File: src/hdl/lpf_pkg.sv
// Shared constants and types of the length-prefixed ring FIFO.
`default_nettype none

package lpf_pkg;

  localparam int unsigned HEADER_BYTES   = 1;
  localparam int unsigned MAX_ELEM_BYTES = 8;

  localparam int unsigned KIND_W     = 3;
  localparam int unsigned DATA_W     = 64;
  localparam int unsigned LEN_W      = 4;
  localparam int unsigned FREE_OUT_W = 9;
  localparam int unsigned BYTE_W     = 8;
  localparam int unsigned DATA_BYTES = DATA_W / BYTE_W;
  localparam int unsigned BSEL_W     = $clog2(DATA_BYTES);

  // Wide enough for a byte index within one element and for header plus data.
  localparam int unsigned IDX_W = $clog2(HEADER_BYTES + MAX_ELEM_BYTES + 1);

  typedef enum logic [KIND_W-1:0] {
    KIND_PUSH   = 3'd0,
    KIND_POP    = 3'd1,
    KIND_PEEK   = 3'd2,
    KIND_CLEAR  = 3'd3,
    KIND_STATUS = 3'd4
  } kind_e;

endpackage

`default_nettype wire

File: src/hdl/lpf_if.sv
// Request and response channel interfaces of the length-prefixed ring FIFO.
`default_nettype none

interface lpf_in_if;
  import lpf_pkg::*;

  logic                 valid;
  logic                 ready;
  logic [KIND_W-1:0]    kind;
  logic [DATA_W-1:0]    elem_data;
  logic [LEN_W-1:0]     elem_len;

  modport source (output valid, kind, elem_data, elem_len, input ready);
  modport sink   (input valid, kind, elem_data, elem_len, output ready);
endinterface

interface lpf_out_if;
  import lpf_pkg::*;

  logic                  valid;
  logic                  ready;
  logic                  ok;
  logic [DATA_W-1:0]     out_data;
  logic [LEN_W-1:0]      copied_len;
  logic [LEN_W-1:0]      stored_len;
  logic                  is_empty;
  logic                  would_fit;
  logic [FREE_OUT_W-1:0] free_bytes;

  modport source (output valid, ok, out_data, copied_len, stored_len, is_empty,
                  would_fit, free_bytes, input ready);
  modport sink   (input valid, ok, out_data, copied_len, stored_len, is_empty,
                  would_fit, free_bytes, output ready);
endinterface

`default_nettype wire

File: src/hdl/lpf_ram.sv
// Byte-wide single-port ring memory with a registered read.
`default_nettype none

module lpf_ram
  import lpf_pkg::*;
#(
  parameter int unsigned DEPTH = 256,
  localparam int unsigned AW   = $clog2(DEPTH)
) (
  input  wire logic              clk_i,
  input  wire logic              we_i,
  input  wire logic [AW-1:0]     addr_i,
  input  wire logic [BYTE_W-1:0] wdata_i,
  output logic      [BYTE_W-1:0] rdata_o
);

  logic [BYTE_W-1:0] mem [DEPTH];
  logic [BYTE_W-1:0] rdata_q;

  always_ff @(posedge clk_i) begin
    if (we_i) begin
      mem[addr_i] <= wdata_i;
    end else begin
      rdata_q <= mem[addr_i];
    end
  end

  assign rdata_o = rdata_q;

endmodule

`default_nettype wire

File: src/hdl/lpf_ctrl.sv
// Sequencer: walks header and data bytes through the ring memory and keeps the pointers.
`default_nettype none

module lpf_ctrl
  import lpf_pkg::*;
#(
  parameter int unsigned RING_BYTES = 256,
  localparam int unsigned PtrW      = $clog2(RING_BYTES),
  localparam int unsigned FreeW     = $clog2(RING_BYTES + 1)
) (
  input  wire logic              clk_i,
  input  wire logic              rst_ni,
  lpf_in_if.sink                 req_i,
  lpf_out_if.source              rsp_o,
  output logic                   ram_we_o,
  output logic      [PtrW-1:0]   ram_addr_o,
  output logic      [BYTE_W-1:0] ram_wdata_o,
  input  wire logic [BYTE_W-1:0] ram_rdata_i
);

  localparam int unsigned SumW = FreeW + 1;
  localparam logic [IDX_W-1:0] HdrIdx = IDX_W'(HEADER_BYTES);
  localparam logic [LEN_W-1:0] MaxLen = LEN_W'(MAX_ELEM_BYTES);
  localparam logic [FreeW-1:0] RingFree = FreeW'(RING_BYTES);
  localparam logic [PtrW-1:0]  LastAddr = PtrW'(RING_BYTES - 1);

  typedef enum logic [1:0] {
    ST_IDLE,
    ST_WRITE,
    ST_READ,
    ST_FINISH
  } state_e;

  state_e              state_q;
  logic [KIND_W-1:0]   kind_q;
  logic [DATA_W-1:0]   data_q;
  logic [LEN_W-1:0]    len_q;
  logic [LEN_W-1:0]    cap_q;
  logic                succ_q;
  logic [IDX_W-1:0]    cnt_q;
  logic [IDX_W-1:0]    total_q;
  logic [PtrW-1:0]     addr_q;
  logic                rd_vld_q;
  logic [IDX_W-1:0]    rd_idx_q;
  logic [BYTE_W-1:0]   hdr_q;
  logic                hdr_big_q;
  logic [DATA_W-1:0]   rdat_q;
  logic [PtrW-1:0]     rptr_q;
  logic [PtrW-1:0]     wptr_q;
  logic [FreeW-1:0]    free_q;

  logic                  out_valid_q;
  logic                  out_ok_q;
  logic [DATA_W-1:0]     out_data_q;
  logic [LEN_W-1:0]      out_copied_q;
  logic [LEN_W-1:0]      out_stored_q;
  logic                  out_empty_q;
  logic                  out_fit_q;
  logic [FREE_OUT_W-1:0] out_free_q;

  // Steps a ring address forward by a small amount, one wrap at most.
  function automatic logic [PtrW-1:0] ring_add(logic [PtrW-1:0] ptr, logic [IDX_W-1:0] amt);
    logic [PtrW:0] sum;
    sum = (PtrW+1)'(ptr) + (PtrW+1)'(amt);
    if (sum >= (PtrW+1)'(RING_BYTES)) begin
      sum = sum - (PtrW+1)'(RING_BYTES);
    end
    return sum[PtrW-1:0];
  endfunction

  logic              in_accept;
  logic              in_fits;
  logic [LEN_W-1:0]  in_cap;
  logic              in_is_rd;
  logic [PtrW-1:0]   addr_next;
  logic [BSEL_W-1:0] wr_bsel;
  logic [BYTE_W-1:0] wr_byte;
  logic              rd_issue;
  logic [IDX_W-1:0]  rd_didx;

  logic [LEN_W-1:0]  slen;
  logic [LEN_W-1:0]  ncopy;
  logic [IDX_W-1:0]  take;
  logic [FreeW-1:0]  room;
  logic [DATA_W-1:0] masked;
  logic              is_rd_kind;
  logic              ok_fin;
  logic [PtrW-1:0]   rptr_new;
  logic [PtrW-1:0]   wptr_new;
  logic [FreeW-1:0]  free_new;
  logic              fit_new;
  logic [FreeW+FREE_OUT_W-1:0] free_wide;
  logic              out_load;

  assign in_accept = req_i.valid && req_i.ready;
  assign in_fits   = (req_i.elem_len <= MaxLen) &&
                     (SumW'(req_i.elem_len) + SumW'(HEADER_BYTES) <= SumW'(free_q));
  assign in_cap    = (req_i.elem_len > MaxLen) ? MaxLen : req_i.elem_len;
  assign in_is_rd  = (req_i.kind == KIND_POP) || (req_i.kind == KIND_PEEK);
  assign addr_next = (addr_q == LastAddr) ? '0 : addr_q + PtrW'(1);

  // Header bytes carry the length little-endian; the length fits in the lowest byte.
  assign wr_bsel = BSEL_W'(cnt_q - HdrIdx);
  always_comb begin
    if (cnt_q < HdrIdx) begin
      wr_byte = (cnt_q == '0) ? BYTE_W'(len_q) : '0;
    end else begin
      wr_byte = data_q[wr_bsel*BYTE_W +: BYTE_W];
    end
  end

  assign rd_issue = (state_q == ST_READ) && (cnt_q < total_q);
  assign rd_didx  = rd_idx_q - HdrIdx;

  assign ram_we_o    = (state_q == ST_WRITE);
  assign ram_addr_o  = addr_q;
  assign ram_wdata_o = wr_byte;

  // Result and pointer updates of the finishing cycle.
  always_comb begin
    slen = hdr_big_q ? MaxLen : ((hdr_q > BYTE_W'(MaxLen)) ? MaxLen : LEN_W'(hdr_q));
    ncopy = (slen < cap_q) ? slen : cap_q;
    take  = IDX_W'(slen) + HdrIdx;
    room  = RingFree - free_q;
    for (int b = 0; b < DATA_BYTES; b++) begin
      masked[b*BYTE_W +: BYTE_W] = (LEN_W'(b) < ncopy) ? rdat_q[b*BYTE_W +: BYTE_W] : '0;
    end
    is_rd_kind = (kind_q == KIND_POP) || (kind_q == KIND_PEEK);
    rptr_new = rptr_q;
    wptr_new = wptr_q;
    free_new = free_q;
    ok_fin   = 1'b0;
    case (kind_q)
      KIND_PUSH: begin
        ok_fin = succ_q;
        if (succ_q) begin
          wptr_new = ring_add(wptr_q, IDX_W'(len_q) + HdrIdx);
          free_new = free_q - FreeW'(len_q) - FreeW'(HEADER_BYTES);
        end
      end
      KIND_POP: begin
        ok_fin = succ_q;
        if (succ_q) begin
          rptr_new = ring_add(rptr_q, take);
          free_new = (FreeW'(take) >= room) ? RingFree : free_q + FreeW'(take);
        end
      end
      KIND_PEEK: begin
        ok_fin = succ_q;
      end
      KIND_CLEAR: begin
        ok_fin   = 1'b1;
        rptr_new = '0;
        wptr_new = '0;
        free_new = RingFree;
      end
      KIND_STATUS: begin
        ok_fin = 1'b1;
      end
      default: begin
        ok_fin = 1'b0;
      end
    endcase
    fit_new   = (len_q <= MaxLen) && (SumW'(len_q) + SumW'(HEADER_BYTES) <= SumW'(free_new));
    free_wide = (FreeW+FREE_OUT_W)'(free_new);
  end

  assign out_load = (state_q == ST_FINISH) && (!out_valid_q || rsp_o.ready);

  always_ff @(posedge clk_i or negedge rst_ni) begin
    if (!rst_ni) begin
      state_q      <= ST_IDLE;
      kind_q       <= '0;
      data_q       <= '0;
      len_q        <= '0;
      cap_q        <= '0;
      succ_q       <= 1'b0;
      cnt_q        <= '0;
      total_q      <= '0;
      addr_q       <= '0;
      rd_vld_q     <= 1'b0;
      rd_idx_q     <= '0;
      hdr_q        <= '0;
      hdr_big_q    <= 1'b0;
      rdat_q       <= '0;
      rptr_q       <= '0;
      wptr_q       <= '0;
      free_q       <= RingFree;
      out_valid_q  <= 1'b0;
      out_ok_q     <= 1'b0;
      out_data_q   <= '0;
      out_copied_q <= '0;
      out_stored_q <= '0;
      out_empty_q  <= 1'b0;
      out_fit_q    <= 1'b0;
      out_free_q   <= '0;
    end else begin
      // A beat leaving in the same cycle as a new one loads is replaced, not cleared.
      if (rsp_o.valid && rsp_o.ready && !out_load) begin
        out_valid_q <= 1'b0;
      end
      rd_vld_q <= rd_issue;
      rd_idx_q <= cnt_q;
      case (state_q)
        ST_IDLE: begin
          if (in_accept) begin
            kind_q    <= req_i.kind;
            data_q    <= req_i.elem_data;
            len_q     <= req_i.elem_len;
            cap_q     <= in_cap;
            cnt_q     <= '0;
            hdr_q     <= '0;
            hdr_big_q <= 1'b0;
            rdat_q    <= '0;
            if (req_i.kind == KIND_PUSH) begin
              succ_q  <= in_fits;
              total_q <= IDX_W'(req_i.elem_len) + HdrIdx;
              addr_q  <= wptr_q;
              state_q <= in_fits ? ST_WRITE : ST_FINISH;
            end else if (in_is_rd) begin
              succ_q  <= (free_q != RingFree);
              total_q <= IDX_W'(in_cap) + HdrIdx;
              addr_q  <= rptr_q;
              state_q <= (free_q != RingFree) ? ST_READ : ST_FINISH;
            end else begin
              succ_q  <= 1'b0;
              state_q <= ST_FINISH;
            end
          end
        end
        ST_WRITE: begin
          addr_q <= addr_next;
          cnt_q  <= cnt_q + IDX_W'(1);
          if (cnt_q == total_q - IDX_W'(1)) begin
            state_q <= ST_FINISH;
          end
        end
        ST_READ: begin
          // Reads are issued back to back; each byte lands in the cycle after its read is issued.
          if (rd_issue) begin
            addr_q <= addr_next;
            cnt_q  <= cnt_q + IDX_W'(1);
          end
          if (rd_vld_q) begin
            if (rd_idx_q < HdrIdx) begin
              if (rd_idx_q == '0) begin
                hdr_q <= ram_rdata_i;
              end else if (ram_rdata_i != '0) begin
                hdr_big_q <= 1'b1;
              end
            end else begin
              rdat_q[BSEL_W'(rd_didx)*BYTE_W +: BYTE_W] <= ram_rdata_i;
            end
            if (rd_idx_q == total_q - IDX_W'(1)) begin
              state_q <= ST_FINISH;
            end
          end
        end
        ST_FINISH: begin
          if (out_load) begin
            rptr_q       <= rptr_new;
            wptr_q       <= wptr_new;
            free_q       <= free_new;
            out_valid_q  <= 1'b1;
            out_ok_q     <= ok_fin;
            out_data_q   <= (succ_q && is_rd_kind) ? masked : '0;
            out_copied_q <= (succ_q && is_rd_kind) ? ncopy : '0;
            out_stored_q <= (succ_q && is_rd_kind) ? slen : '0;
            out_empty_q  <= (free_new == RingFree);
            out_fit_q    <= fit_new;
            out_free_q   <= free_wide[FREE_OUT_W-1:0];
            state_q      <= ST_IDLE;
          end
        end
        default: begin
          state_q <= ST_IDLE;
        end
      endcase
    end
  end

  assign req_i.ready      = (state_q == ST_IDLE);
  assign rsp_o.valid      = out_valid_q;
  assign rsp_o.ok         = out_ok_q;
  assign rsp_o.out_data   = out_data_q;
  assign rsp_o.copied_len = out_copied_q;
  assign rsp_o.stored_len = out_stored_q;
  assign rsp_o.is_empty   = out_empty_q;
  assign rsp_o.would_fit  = out_fit_q;
  assign rsp_o.free_bytes = out_free_q;

endmodule

`default_nettype wire

File: src/hdl/length_prefixed_ring_fifo.sv
// Top level of the length-prefixed ring FIFO: sequencer plus byte ring memory.
//
//   channel  | dir | beat contents
//   ---------+-----+---------------------------------------------------------
//   req_i    | in  | kind, elem_data, elem_len
//   rsp_o    | out | ok, out_data, copied_len, stored_len, is_empty,
//            |     | would_fit, free_bytes
//
// One request is handled at a time. An accepted push writes HEADER_BYTES + len bytes
// in the write state, a pop or peek of a nonempty ring reads HEADER_BYTES + min(capacity, 8)
// bytes in the read state, and anything else, refusals included, goes straight to the
// finishing state; the single byte port of the ring memory sets the pace of these steps.
// The response sits in an output register, so a new request is taken while it waits;
// a stalled response holds the sequencer in its finishing cycle.
// Reset empties the ring at once; the memory contents are not cleared.
`default_nettype none

module length_prefixed_ring_fifo
  import lpf_pkg::*;
#(
  parameter int unsigned RING_BYTES = 256
) (
  input  wire logic clk_i,
  input  wire logic rst_ni,
  lpf_in_if.sink    req_i,
  lpf_out_if.source rsp_o
);

  localparam int unsigned PtrW = $clog2(RING_BYTES);

  logic              ram_we;
  logic [PtrW-1:0]   ram_addr;
  logic [BYTE_W-1:0] ram_wdata;
  logic [BYTE_W-1:0] ram_rdata;

  lpf_ctrl #(
    .RING_BYTES (RING_BYTES)
  ) u_ctrl (
    .clk_i       (clk_i),
    .rst_ni      (rst_ni),
    .req_i       (req_i),
    .rsp_o       (rsp_o),
    .ram_we_o    (ram_we),
    .ram_addr_o  (ram_addr),
    .ram_wdata_o (ram_wdata),
    .ram_rdata_i (ram_rdata)
  );

  lpf_ram #(
    .DEPTH (RING_BYTES)
  ) u_ram (
    .clk_i   (clk_i),
    .we_i    (ram_we),
    .addr_i  (ram_addr),
    .wdata_i (ram_wdata),
    .rdata_o (ram_rdata)
  );

endmodule

`default_nettype wire
File: src/flat_wrapper.sv
// flat-port wrapper written by rule: the top's interface ports become plain ports
module length_prefixed_ring_fifo_flat import lpf_pkg::*;
#(
  parameter int unsigned RING_BYTES = 256
)
  (clk_i, rst_ni, req_i_valid, req_i_kind, req_i_elem_data, req_i_elem_len, req_i_ready, rsp_o_valid, rsp_o_ok, rsp_o_out_data, rsp_o_copied_len, rsp_o_stored_len, rsp_o_is_empty, rsp_o_would_fit, rsp_o_free_bytes, rsp_o_ready);
  lpf_in_if req_i_i ();
  lpf_out_if rsp_o_i ();
  input  wire logic clk_i;
  input  wire logic rst_ni;
  input wire logic [$bits(req_i_i.valid)-1:0] req_i_valid;
  input wire logic [$bits(req_i_i.kind)-1:0] req_i_kind;
  input wire logic [$bits(req_i_i.elem_data)-1:0] req_i_elem_data;
  input wire logic [$bits(req_i_i.elem_len)-1:0] req_i_elem_len;
  output wire logic [$bits(req_i_i.ready)-1:0] req_i_ready;
  output wire logic [$bits(rsp_o_i.valid)-1:0] rsp_o_valid;
  output wire logic [$bits(rsp_o_i.ok)-1:0] rsp_o_ok;
  output wire logic [$bits(rsp_o_i.out_data)-1:0] rsp_o_out_data;
  output wire logic [$bits(rsp_o_i.copied_len)-1:0] rsp_o_copied_len;
  output wire logic [$bits(rsp_o_i.stored_len)-1:0] rsp_o_stored_len;
  output wire logic [$bits(rsp_o_i.is_empty)-1:0] rsp_o_is_empty;
  output wire logic [$bits(rsp_o_i.would_fit)-1:0] rsp_o_would_fit;
  output wire logic [$bits(rsp_o_i.free_bytes)-1:0] rsp_o_free_bytes;
  input wire logic [$bits(rsp_o_i.ready)-1:0] rsp_o_ready;
  assign req_i_i.valid = req_i_valid;
  assign req_i_i.kind = req_i_kind;
  assign req_i_i.elem_data = req_i_elem_data;
  assign req_i_i.elem_len = req_i_elem_len;
  assign req_i_ready = req_i_i.ready;
  assign rsp_o_valid = rsp_o_i.valid;
  assign rsp_o_ok = rsp_o_i.ok;
  assign rsp_o_out_data = rsp_o_i.out_data;
  assign rsp_o_copied_len = rsp_o_i.copied_len;
  assign rsp_o_stored_len = rsp_o_i.stored_len;
  assign rsp_o_is_empty = rsp_o_i.is_empty;
  assign rsp_o_would_fit = rsp_o_i.would_fit;
  assign rsp_o_free_bytes = rsp_o_i.free_bytes;
  assign rsp_o_i.ready = rsp_o_ready;
  length_prefixed_ring_fifo #(.RING_BYTES(RING_BYTES)) u_core (.clk_i(clk_i), .rst_ni(rst_ni), .req_i(req_i_i), .rsp_o(rsp_o_i));
endmodule
File: config.mk
export PLATFORM = sky130hd
export DESIGN_NAME = length_prefixed_ring_fifo_flat
export DESIGN_NICKNAME = d
export VERILOG_FILES = /design/src/hdl/lpf_pkg.sv /design/src/hdl/lpf_if.sv /design/src/hdl/lpf_ram.sv /design/src/hdl/lpf_ctrl.sv /design/src/hdl/length_prefixed_ring_fifo.sv /design/src/flat_wrapper.sv
export SDC_FILE = /design/constraint.sdc
export NUM_CORES = 2
export LEC_CHECK = 0
export ABC_AREA = 1
export BUFFER_PORTS_ARGS = -buffer_cell sky130_fd_sc_hd__buf_4
export CAP_MARGIN = 10
export CORE_UTILIZATION = 45
export CTS_CLUSTER_DIAMETER = 40
export DETAILED_ROUTE_END_ITERATION = 6
export PLACE_DENSITY_LB_ADDON = 0.05
export SETUP_SLACK_MARGIN = 0.4
export SLEW_MARGIN = 20
export SYNTH_ARGS = -nofsm -noshare
export SYNTH_HDL_FRONTEND = slang
export SYNTH_SLANG_ARGS = --single-unit
File: constraint.sdc
create_clock -name clk_i -period 13.98 [get_ports clk_i]
set_clock_uncertainty 0.05 [all_clocks]
set_input_delay 2.796 -clock clk_i [delete_from_list [all_inputs] [get_ports clk_i]]
set_output_delay 2.796 -clock clk_i [all_outputs]
set_load 0.1 [all_outputs]
==> impl_metrics.py <==
metrics = {
    "pwr": {
        "p_sw_frac": 0.386,
        "clkPwrFrac": 0.314,
        "peakVddDrop_mv": 0.327,
        "seqPwrFrac": 0.358,
        "p_leak_nw": 40.1,
        "power_density_nw_per_um2": 262,
        "intPower_mw": 18.0,
        "switchingPower_mw": 11.4,
        "p_comb_frac": 0.328,
    },
    "global_route": {
        "grt_max_degree": 207,
        "overflow": 0,
        "antenna_found_initial": 6,
        "gr-usage-all-layers": 0.264,
        "grt_pass1_vias": 63116,
        "grt_pass1_wl_um": 426000,
    },
    "floorplanning": {
        "core_area_um2": 213000,
        "dieHeight_um": 465,
        "die_w_um": 465,
        "dieArea_um2": 216000,
        "rows": 169,
        "io_pins": 161,
        "initial_utilization": 0.454,
    },
    "finish": {
        "finish.utilization": 0.528,
        "nets": 8687,
        "drive_above_1_share": 0.109,
        "area_growth_pct": 16.4,
    },
    "route": {
        "wl_per_cell_um": 24.8,
        "drtIter0Drc": 6852,
        "viasPerCell": 5.64,
        "drc": 33,
        "drt-pass1-iter-count": 7,
        "postRouteAntennaNets": 0,
        "wirelength_um": 289000,
        "vias": 65710,
    },
    "sta": {
        "max_freq_ghz": 0.172,
        "setup_viol": 0,
        "setup_slack_ps": 8170,
        "min_period_ps": 5810,
        "setup_tns_ps": 0,
        "hold_violations": 0,
        "finalCritPeriodShare": 0.415,
        "tightest_slew_ps": 1240,
        "final_max_slew_viol_count": 0,
        "maxSlewHeadroom": 0.173,
        "rsz0062_at_grt": "no",
    },
    "clocking": {
        "cts_tree": "built",
        "worstSkewPairLatency_ps": 950,
        "clock_sinks": 2330,
        "cts.clk_slew.worst_paths_ps": 50,
        "cts_resized": 0,
        "postCtsSetupBuffers": 0,
        "clock-root-buffer": "clkbuf_16",
        "cts_buffers": 378,
        "cts_max_level": 5,
        "ctsLongestPathBuffers": 4,
        "ctsHoldBuffers": 0,
    },
    "setup_path": {
        "critical_path_arrival_ps": 6340,
        "rr_worst_depth": 10,
        "path_max_fanout": 92,
        "endpoint_kind": "flop",
        "ff2ff_setup_slack_ps": 8170,
        "r2r-end": "u_core.u_ram.mem[225][1]",
        "crit_required_ps": 14510,
        "worstReg2RegStart": "u_core.u_ctrl.cnt_q[0]",
        "setup.worst_path.class": "reg -> reg",
        "start_kind": "flop",
    },
    "status": {
        "status": "finished with violations",
        "violations": "DRC",
    },
    "placement": {
        "pre_cts_ws_ps": 7940,
        "routabilityCongestion": 0.852,
        "io_buffer_count": 160,
        "dp.final_hpwl_um": 163000,
    },
    "synth": {
        "synth_seq_cells": 2330,
        "synth_cell_type_count": 52,
        "ys.flop_type": "edfxtp_1",
        "avgSynthCellArea_um2": 11.5,
        "syn_area_um2": 96400,
        "seq_area_frac_synth": 0.711,
        "async_flop_share": 0.118,
        "synth_warnings": 0,
        "synth_cells": 8397,
        "synth-edff-count": 2056,
        "syn-num-nets": 8542,
    },
    "hold_path": {
        "worstHoldStart": "u_core.u_ctrl.wptr_q[7]",
        "whs_path_depth": 1,
        "min_to": "u_core.u_ctrl.wptr_q[7]",
        "min_path_type": "reg -> reg",
    },
    "job": {
        "drv_cap": 0,
    },
}
how the worst max path moves through the flow:
stage | startpoint | endpoint | slack, ps | cells past startpoint
final | u_core.u_ctrl.cnt_q[0] | u_core.u_ram.mem[225][1] | 8170 | 10
after global routing | u_core.u_ctrl.cnt_q[0] | u_core.u_ram.mem[225][1] | 7720 | 10
after global placement | rsp_o_ready | u_core.u_ctrl.rsp_o.out_data[50] | 7970 | 13
after detailed placement | rsp_o_ready | u_core.u_ctrl.rsp_o.out_data[32] | 7940 | 13
after floorplan | u_core.u_ctrl.cnt_q[0] | u_core.u_ram.mem[0][0] | 580 | 5
after CTS | u_core.u_ctrl.cnt_q[0] | u_core.u_ram.mem[225][1] | 8100 | 10
cell families after synthesis:
family / synth area share
AO/OA/AOI/OAI: 0.103
AND/OR/NAND/NOR: 0.137
XOR/XNOR: 0.00164
flip-flops: 0.711
buffers and inverters: 0.0373
adder cells (fa/ha/maj): 0.00940
cells in the final DEF (no fill, tap or decap), types with 7 or more instances in the layout:
master      count
bufinv_16      39
inv_6          33
o21ai_1       209
clkinvlp_4     37
nand4_1        93
nand3_1        98
inv_1         219
nand3b_1        7
nor3_1         40
o211ai_1       13
clkinv_1       32
clkinv_4       39
nor2_1       1786
nand3_2         7
clkbuf_16     386
nand2_1      1286
clkbuf_1       29
nand2_2        16
nor2_2          7
dfrtp_1       271
ha_1           66
o21ai_0      1142
clkinv_2       55
edfxtp_1     2056
o22ai_1       377
a21oi_1        89
buf_12         10
xor2_1         11
inv_2          14
buf_4         258
inv_8          15
worst max-delay path: stages (launching register included):
cell and delay [ps]:
dfrtp_1 370, inv_1 720, ha_1 580, inv_1 430
o21ai_0 160, o221ai_1 190, o211ai_1 170, o21ai_4 110
buf_4 670, buf_4 860, buf_4 880
stage by stage:
step / hold WS [ps] / area (µm²) / total power, mW / cells
2_1_floorplan: 369 / 96400 / 17.5 / 8397
4_1_cts: 419 / 112000 / 29.6 / 11657
3_5_place_dp: 410 / 99600 / 20.3 / 10983
5_1_grt: 429 / 112000 / 30.7 / 11659
3_3_place_gp: 405 / 99600 / 20.2 / 10983
6_report: 414 / 112000 / 29.4 / 11659
power groups by stage:
stage          logic [mW]  registers (mW)  clock network (mW)
4_1_cts              9.72            10.5                9.35
6_report             9.66            10.5                9.23
2_1_floorplan        5.68            11.8                   0
3_3_place_gp         9.57            10.6                   0
5_1_grt              10.5            10.5                9.64
3_5_place_dp         9.68            10.6                   0
cell type report:
class	count	area (µm²)
antenna	2	5.00
clock buffer	420	9840
clock inverter	254	2740
fill	18591	100000
inverter	240	932
multi-input combinational	5323	24400
sequential	2330	68600
tap	2821	3530
timing repair buffer	269	2150
sequential cells by signal, indices dropped and copies added, names as in the netlist, 3 cells and up:
name,count
u_core.u_ram.mem,2048
u_core.u_ctrl.data_q,64
u_core.u_ctrl.rdat_q,64
u_core.u_ctrl.rsp_o.out_data,64
u_core.u_ctrl.free_q,9
u_core.u_ctrl.hdr_q,8
u_core.u_ctrl.ram_addr_o,8
u_core.u_ctrl.rptr_q,8
u_core.u_ctrl.wptr_q,8
u_core.u_ram.rdata_o,8
u_core.u_ctrl.cap_q,4
u_core.u_ctrl.cnt_q,4
u_core.u_ctrl.len_q,4
u_core.u_ctrl.rd_idx_q,4
u_core.u_ctrl.rsp_o.copied_len,4
u_core.u_ctrl.rsp_o.stored_len,4
u_core.u_ctrl.total_q,4
u_core.u_ctrl.kind_q,3
cells in the mapped netlist, types with 12 or more instances:
| cell | number | area, µm² |
|---|---|---|
| inv_2 | 15 | 56.3 |
| nand3_1 | 104 | 521 |
| a21oi_1 | 89 | 445 |
| buf_2 | 178 | 891 |
| o21ai_0 | 1146 | 5740 |
| buf_6 | 61 | 687 |
| nor2_1 | 1790 | 6720 |
| o22ai_1 | 377 | 2360 |
| buf_4 | 32 | 240 |
| dfrtp_1 | 273 | 6830 |
| inv_1 | 219 | 822 |
| nand4_1 | 93 | 582 |
| ha_1 | 66 | 826 |
| o21ai_1 | 209 | 1050 |
| xor2_1 | 12 | 105 |
| edfxtp_1 | 2056 | 61700 |
| nor3_1 | 40 | 200 |
| buf_1 | 21 | 78.8 |
| clkbuf_1 | 212 | 796 |
| nand2_1 | 1296 | 4860 |
| o211ai_1 | 13 | 97.6 |
metal layers:
layer	track usage	wire length (µm)	vias to the layer above
li1	-	-	30050
met1	0.374	126000	32877
met2	0.411	134000	2323
met3	0.0432	19000	458
met4	0.0926	9680	2
met5	0	13	-
No activity file was read; power rests on OpenSTA's default activity.
